### src/rtl/core/drr_pkg.sv
// Shared constants, codes and types of the descriptor ring recycler.
`default_nettype none

package drr_pkg;

    // Ring geometry and field widths.
    localparam int DEPTH_LOG2 = 10;
    localparam int CHANNELS   = 2;
    localparam int CH_W       = 1;
    localparam int ADDR_W     = CH_W + DEPTH_LOG2;
    localparam int MEM_DEPTH  = 2 ** ADDR_W;
    localparam int FUNC_W     = 2;
    localparam int STATUS_W   = 2;
    localparam int LEN_W      = 16;
    localparam int TIME_W     = 64;
    localparam int HANDLE_W   = 32;
    localparam int CNT_W      = 16;
    localparam int Q_DEPTH    = 2;
    localparam int Q_PTR_W    = $clog2(Q_DEPTH);

    typedef logic [DEPTH_LOG2-1:0] t_idx;
    typedef logic [ADDR_W-1:0]     t_addr;

    // Function codes of an input word.
    localparam logic [FUNC_W-1:0] FN_QUERY = 2'd0;
    localparam logic [FUNC_W-1:0] FN_PUT   = 2'd1;
    localparam logic [FUNC_W-1:0] FN_SWAP  = 2'd2;
    localparam logic [FUNC_W-1:0] FN_GET   = 2'd3;

    // Status codes of a result word.
    localparam logic [STATUS_W-1:0] ST_OK         = 2'd0;
    localparam logic [STATUS_W-1:0] ST_TX_EMPTY   = 2'd1;
    localparam logic [STATUS_W-1:0] ST_POOL_EMPTY = 2'd2;
    localparam logic [STATUS_W-1:0] ST_RX_EMPTY   = 2'd3;

    // Operation class decided by the front end.
    typedef enum logic [2:0] {
        OP_QUERY,
        OP_PUT,
        OP_SWAP,
        OP_GET,
        OP_IGNORE
    } t_op;

    // One queued command.
    typedef struct packed {
        t_op                 op;
        logic [CH_W-1:0]     channel;
        logic [LEN_W-1:0]    pkt_len;
        logic [TIME_W-1:0]   timestamp;
        logic [HANDLE_W-1:0] handle;
    } t_cmd;

endpackage

`default_nettype wire

### src/rtl/core/drr_cmd_q.sv
// Short command queue between the front end and the back end.
`default_nettype none

module drr_cmd_q
    import drr_pkg::*;
(
    input  wire logic i_clk,
    input  wire logic i_rst_n,
    input  wire logic i_push,
    input  wire t_cmd i_cmd,
    output logic      o_full,
    output logic      o_valid,
    output t_cmd      o_cmd,
    input  wire logic i_pop
);

    t_cmd               r_mem [Q_DEPTH];
    logic [Q_PTR_W-1:0] r_wp;
    logic [Q_PTR_W-1:0] r_rp;
    logic [Q_PTR_W:0]   r_cnt;

    assign o_full  = (r_cnt == (Q_PTR_W+1)'(Q_DEPTH));
    assign o_valid = (r_cnt != '0);
    assign o_cmd   = r_mem[r_rp];

    // Pointers and fill count.
    always_ff @(posedge i_clk) begin
        if (!i_rst_n) begin
            r_wp  <= '0;
            r_rp  <= '0;
            r_cnt <= '0;
        end else begin
            if (i_push) begin
                r_wp <= r_wp + 1'b1;
            end
            if (i_pop) begin
                r_rp <= r_rp + 1'b1;
            end
            if (i_push && !i_pop) begin
                r_cnt <= r_cnt + 1'b1;
            end else if (!i_push && i_pop) begin
                r_cnt <= r_cnt - 1'b1;
            end
        end
    end

    // Entry storage.
    always_ff @(posedge i_clk) begin
        if (i_push) begin
            r_mem[r_wp] <= i_cmd;
        end
    end

endmodule

`default_nettype wire

### config.mk
export PLATFORM = sky130hd
export DESIGN_NAME = drr_cmd_q
export DESIGN_NICKNAME = d
export VERILOG_FILES = /design/src/rtl/core/drr_pkg.sv /design/src/rtl/core/drr_cmd_q.sv
export SDC_FILE = /design/constraint.sdc
export NUM_CORES = 1
export LEC_CHECK = 0
export BUFFER_PORTS_ARGS = -buffer_cell sky130_fd_sc_hd__buf_4
export CAP_MARGIN = 10
export CORE_MARGIN = 8
export CORE_UTILIZATION = 47
export DETAILED_ROUTE_END_ITERATION = 16
export GPL_ROUTABILITY_DRIVEN = 0
export GPL_TIMING_DRIVEN = 0
export PLACE_DENSITY = 0.74
export SLEW_MARGIN = 20
export SYNTH_ARGS = -nofsm -noshare
export SYNTH_HDL_FRONTEND = slang
export SYNTH_SLANG_ARGS = --single-unit
### constraint.sdc
create_clock -name i_clk -period 6.99 [get_ports i_clk]
set_input_delay 1.7475 -clock i_clk [delete_from_list [all_inputs] [get_ports i_clk]]
set_output_delay 1.7475 -clock i_clk [all_outputs]
set_load 0.01 [all_outputs]
**Word level (Yosys, flattened, before mapping)**

Memories as Yosys holds them, arrays and structs flattened. A register that Yosys moved wholly into a read port is not among the register bits.
Index checks and enable logic that the tools add are counted.

- Input port bits: 120
- Output and inout port bits: 118
- Bits in writable memories: 232
- Bits in latches: 0
- Flip-flop bits (word level): 4
- Memories: 1
- Bits in read-only memories: 0
- Logic and storage cells: 21

- $mul: 0
- Multiplexer cells: 6
- $add $sub $neg: 4
- Bitwise operators: 0
- Equality and inequality tests: 1
- Reduce and logical (&&, ||, !) cells: 6
- Order comparisons: 0
- Divide/modulo/power cells: 0
- Shift-type cells: 0

Memories:

| memory | words | width | read ports | clocked after Yosys merged registers in | wr ports | RTL line | text |
|---|---|---|---|---|---|---|---|
| r_mem | 2 | 116 | 1 | 1 | 1 | drr_cmd_q.sv:17 | `t_cmd r_mem [Q_DEPTH];` |

Operators with widths:

| kind | number |
|---|---|
| 1-bit 2-to-1 mux | 4 |
| 2-bit 2-to-1 mux | 2 |
| 2-bit nonzero test | 2 |
| 1-bit adder, second input constant | 2 |
| 2-bit by 1-bit adder with 2-bit output, second input constant | 1 |
| 2-bit == test, second input constant | 1 |
| 1-bit logical AND | 2 |
| 1-bit logical NOT | 2 |
| 2-bit by 1-bit subtractor with 2-bit output, second input constant | 1 |

**Longest topological paths before layout**

Gate-level depths: netlist of run 1.

- Depth in word-level cells: 4
- Gate-level depth with buffers: 5
- Depth with buffers taken out: 5

**Worst setup path after synthesis of run 1**

No wires, ideal clock.

- Path kind: input to register
- Start point: in i_push
- End point: mem r_mem[0][0] in the netlist's numbering, enable pin
- Required time: 6.384 ns
- Path slack: -0.430 ns
- Buffers on the path: 0
- Stages: 1
- Data arrival time: 6.814 ns
- Setup time: 0.606 ns
- Cell sequence: nor2b_1

- Cells in the longest elaborated chain, start to end: 2

Ends and longest elaborated chain:

| element | RTL line | text |
|---|---|---|
| from (decl) | drr_cmd_q.sv:9 | `input wire logic i_push,` |
| 1-bit 2-to-1 mux | drr_cmd_q.sv:49 | `if (i_push) begin` |
| 1-bit 2-to-1 mux (implied by the code) | drr_cmd_q.sv:50 | `r_mem[r_wp] <= i_cmd;` |
| to (decl) | drr_cmd_q.sv:17 |  |

No other way between the ends.

==> results of run 1 <==
==> registers in the layout, indices dropped and copies added, names as in the netlist, named ones only <==
signal,cells
r_rp,1
r_cnt,2
r_wp,1
r_mem,232
==> path summary, 6_finish.rpt <==
| check | from | end | slack (ps) |
|---|---|---|---|
| setup / recovery | flop | o_cmd[76] | 3400 |
| hold / removal | r_rp | r_rp | 580 |
| setup reg to reg | r_wp | r_mem[0][89] | 5150 |
| hold reg to reg | r_rp | r_rp | 580 |
==> power by group through the flow <==
stage          combinational [mW]  sequential (mW)  clock, mW
2_1_floorplan               0.201             1.69          0
3_3_place_gp                0.399             1.70          0
3_5_place_dp                0.430             1.69          0
4_1_cts                     0.431             1.66       1.37
5_1_grt                     0.451             1.67       1.42
6_report                    0.422             1.66       1.33
==> per-layer routing <==
metal  track usage, %  vias to the layer above
li1                 -                     2067
met2            25.73                      180
met3            5.048                       35
met4            4.760                        0
met5                0                        -
met1            17.51                     2204
==> cells by family after synthesis <==
group | synth area share, %
flip-flops | 80.80
adder cells (fa/ha/maj) | 0.1430
AO/OA/AOI/OAI | 0.2289
XOR/XNOR | 0.3005
buffers and inverters | 1.216
multiplexers | 16.65
AND/OR/NAND/NOR | 0.6581
==> area by class of cell <==
class,instances,share of cell area (%)
flip-flops and latches,237,59.50
repair buffers,245,16.71
multi-input cells,132,13.33
clock buffers,29,5.563
well taps,234,2.465
clock inverters,16,1.538
plain buffers,13,0.8639
inverters,1,0.03161
==> critical path, stage by stage (launching register included) <==
cell     delay [ps]
dfxtp_1         330
buf_6           160
buf_6           180
buf_6           200
mux2_4          320
buf_4           150
==> layout by cell type, fill, tap and decap left out, types with 3 or more instances in the layout <==
master,instances
edfxtp_1,232
buf_4,237
clkbuf_16,25
bufinv_16,4
and2_1,3
buf_16,6
clkinv_2,8
mux2_2,76
buf_2,7
dfxtp_1,5
buf_6,6
mux2_4,40
==> through the flow <==
stage | instance area, um2 | setup WS (ps)
after floorplan | 8748 | 1761
after global placement | 10820 | 130.6
after global routing | 11880 | 3312
after detailed placement | 11030 | 3566
final | 11880 | 3404
after CTS | 11880 | 3341
==> reports/results.tsv, run 1 <==
metric	value	unit
status	finished, final reports clean	
cts_sinks	237	
nFillCells	1277	
wl_met3	1476	um
grt_pass1_wl	27700	um
cp_max_fo	10	
clk-insertion-delay-late	500	ps
track_usage	14.99	%
syn_to_final_growth	35.79	%
p_leak	4.585	nW
grt_max_degree	49	
drive_above_1_share	62.11	%
synth_area_leaders	edfxtp_1, mux2_2, mux2_4	
startpoint_type	flop	
clockBufferDepth	3	
rows	50	
ys.flop_type	edfxtp_1	
synthArstFlopShare	0	%
critical_path_class	flop to output port	
cts_buffers	25	
utilization	64.35	%
swShare	20.91	%
seq_power_share	48.6	%
dieWidth	152.4	um
grt_antenna_before_repair	0	
wire_per_inst	19.98	um
internal-power	2.703	mW
start_util	47.39	%
hold_depth	2	
tritoncts	built	
postCtsSetupRepairBufs	0	
synth_largest_area_cell	edfxtp_1	
ant_nets	0	
post-route-drc-count	0	
endpoint_kind	output port	
wl_met2	8840	um
vias	4486	
p_clk_share	39.0	%
setup-violations-final	0	
final.setup.tns	0	ps
slew_headroom	65.23	%
final_cells	907	
ys_types	18	
register_area	0.007067	mm2
finalNetCount	776	
max_slew.worst_pin.slew	520.4	ps
final_hold_viol_count	0	
grt_pass1_vias	5118	
ctsResizeCount	0	
antenna_cells	0	
dp_hpwl	12850	um
synth_edf_count	232	
ys_warn_count	0	
post-route-period-util	51.30	%
clkTransAtPathRegs	60	ps
fp.coreArea	0.01846	mm2
rr_worst_depth	5	
ios	238	
io_buffers	237	
slew_violations	0	
ir_drop	245.6	uV
cap_violations	0	
place_inst	862	
synth_top_area_share	79.66	%
multi_input_area	0.001583	mm2
min_period	3586	ps
viasPerCell	4.946	
synth.most_common_cell	edfxtp_1	
syn_inst	383	
crit_required	5240	ps
fmax	278.9	MHz
ys_seq_elements	237	
clockRootBuffer	clkbuf_16	
clock_skew	6.841	ps
syn_area_per_cell	22.84	um2
wl_met1	7351	um
drt-initial-drc-count	189	
syn_area	0.008746	mm2
die_area	0.02323	mm2
wirelength	18120	um
overflow	0	
rsz0062_at_grt	false	
comb_power_share	12.4	%
switching_power	0.7147	mW
topRoutingLayerUsed	met4	
first_pass_iters	4	
htree_num_levels	1	
hold_class	flop to flop	
ys_top_cells_by_count	edfxtp_1, mux2_2, mux2_4	
synth-seq-area-share	80.80	%
cp.arrival	1840	ps
ctsHoldBuffers	0	
fp.dieH	152.4	um
whs	581.6	ps
synth_nets	504	
power.density	287.7	mW/mm2
total_power	3.417	mW
No activity file was read; power rests on OpenSTA's default activity.
==> run 2, diff against run 1 <==
==> constraint.sdc (replaced) <==
create_clock -name i_clk -period 2.95 [get_ports i_clk]
set_input_delay 0.7375 -clock i_clk [delete_from_list [all_inputs] [get_ports i_clk]]
set_output_delay 0.7375 -clock i_clk [all_outputs]
set_load 0.01 [all_outputs]
==> run 2 against run 1 <==
- sequential share of layout area grew 0.075 points
- critical path depth is the same
- register-to-register slack lost 3900 ps
- wire length shrank 1.5%
==> reports/results.tsv, run 2 (same netlist as run 1, synthesis figures left out) <==
metric	value	unit	change
hold_class	primary input to flop		was flop to flop
power.density	684.9	mW/mm2	was 287.7 mW/mm2
min_period	2576	ps	
worst_slack	374.2	ps	was 3404 ps
ctsHoldBuffers	0		unchanged
dpl_cell_area	0.01101	mm2	was 0.01103 mm2
rsz0062_at_grt	false		unchanged
ctsResizeCount	0		unchanged
critical_path_class	flop to output port		unchanged
drive_above_1_share	61.66	%	was 62.11%
crit_family	buffers and inverters		unchanged
fmax	388.2	MHz	
total_power	8.123	mW	was 3.417 mW
internal-power	6.442	mW	was 2.703 mW
cts_buffers	25		unchanged
cp_max_fo	10		unchanged
ios	238		unchanged
syn_to_final_growth	35.62	%	was 35.79%
htree_num_levels	1		unchanged
cts_sinks	237		unchanged
setup-violations-final	0		unchanged
endpoint_kind	output port		unchanged
grt_pass1_vias	4991		was 5118
overflow	0		unchanged
p_leak	4.574	nW	was 4.585 nW
dieWidth	152.4	um	unchanged
grt_antenna_before_repair	0		unchanged
max_slew.worst_pin.slew	678.5	ps	was 520.4 ps
start_util	47.39	%	unchanged
slew_headroom	54.67	%	was 65.23%
final.setup.tns	0	ps	unchanged
vias	4437		was 4486
cap_violations	0		unchanged
viasPerCell	4.892		was 4.946
stdcell_area	0.01186	mm2	was 0.01188 mm2
wire_per_inst	19.69	um	was 19.98 um
io_buffers	237		unchanged
cpMostUsedCell	buf_6		unchanged
seq_power_share	48.4	%	was 48.6%
worst_path_max_delay_cell	dfxtp_1		unchanged
p_clk_share	39.3	%	was 39.0%
grt_max_degree	57		was 49
clock_skew	12.71	ps	was 6.841 ps
clkTransAtPathRegs	60	ps	about the same
slew_violations	0		unchanged
post-route-drc-count	0		unchanged
grt_pass1_wl	27410	um	was 27700 um
critPathMaxStageDelay	330	ps	about the same
cp_num_buf_inv	4		unchanged
comb_power_share	12.2	%	was 12.4%
postCtsSetupRepairBufs	0		unchanged
final_common_cell	buf_4		unchanged
path_cells	buf_6 > buf_6 > buf_6 > mux2_4 > buf_4		unchanged
ir_drop	565.3	uV	was 245.6 uV
antenna_cells	0		unchanged
status	finished, final reports clean		unchanged
wirelength	17860	um	was 18120 um
switching_power	1.681	mW	was 0.7147 mW
finalNetCount	775		was 776
first_pass_iters	4		unchanged
cp.arrival	1840	ps	about the same
track_usage	14.83	%	was 14.99%
fp.coreArea	0.01846	mm2	unchanged
reg_top3	r_mem: 232 flops, r_cnt: 2 flops		unchanged
dp_hpwl	12750	um	was 12850 um
post-route-period-util	87.31	%	
final_hold_viol_count	0		unchanged
crit_required	2210	ps	was 5240 ps
place_ws	718.1	ps	was 3566 ps
die_area	0.02323	mm2	unchanged
clk-insertion-delay-late	500	ps	about the same
top_register	r_mem		unchanged
clockBufferDepth	3		unchanged
tritoncts	built		unchanged
startpoint_type	flop		unchanged
largest_reg_flops	232		unchanged
ant_nets	0		unchanged
final_cell_mix	buf_4, edfxtp_1, mux2_2		unchanged
drt-initial-drc-count	156		was 189
swShare	20.70	%	was 20.91%
clockRootBuffer	clkbuf_16		unchanged
rows	50		unchanged
fp.dieH	152.4	um	unchanged
## run 2: cell count changes in the layout (fill, tap and decap cells not counted)
cell	change
clkbuf_8	-2
clkinv_2	-2
clkbuf_1	+1
inv_6	+1
clkinv_1	+2
buf_16	-1
bufinv_16	+1
## run 2: metal layers
metal / part of all wire, % / wire length (um) / GRT usage [%]
met5: 0 / 0 / 0
met4: 1.5 / 274 / 3.770
met3: 8.1 / 1451 / 4.991
met2: 51 / 9082 / 25.90
met1: 39 / 7048 / 17.31
## run 2: layout make-up
cell class                      instances  area, um2
Inverter                                1      3.754
Multi-Input combinational cell        132       1583
Sequential cell                       237       7067
Clock buffer                           28      636.9
Clock inverter                         18      219.0
Fill cell                            1273       6594
Buffer                                 13      102.6
Timing Repair Buffer                  244       1957
Tap cell                              234      292.8
## run 2: stage by stage
step	hold slack [ps]	std cells	utilization, %
after detailed placement	512.4	861	59.63
after global routing	381.8	907	64.27
after floorplan	468.6	383	-
after global placement	495.2	854	58.66
after CTS	378.1	907	64.27
final	412.5	907	64.27
## run 2: worst paths after layout
path / from / to / slack [ps] / cells after the start
worst min-delay path: i_cmd[28] / r_mem[0][28] / 410 / 1
worst max-delay path: flop / o_cmd[83] / 370 / 5
worst max register to register: r_wp / r_mem[0][92] / 1270 / 3
worst min register to register: r_cnt[1] / r_cnt[1] / 510 / 2
## run 2: power by group through the flow
stage          logic, mW  clock network (mW)  registers (mW)
2_1_floorplan      0.478                   0            4.00
3_3_place_gp       0.947                   0            4.01
3_5_place_dp        1.01                   0            4.01
4_1_cts             1.01                3.29            3.94
5_1_grt             1.06                3.41            3.95
6_report           0.992                3.20            3.93
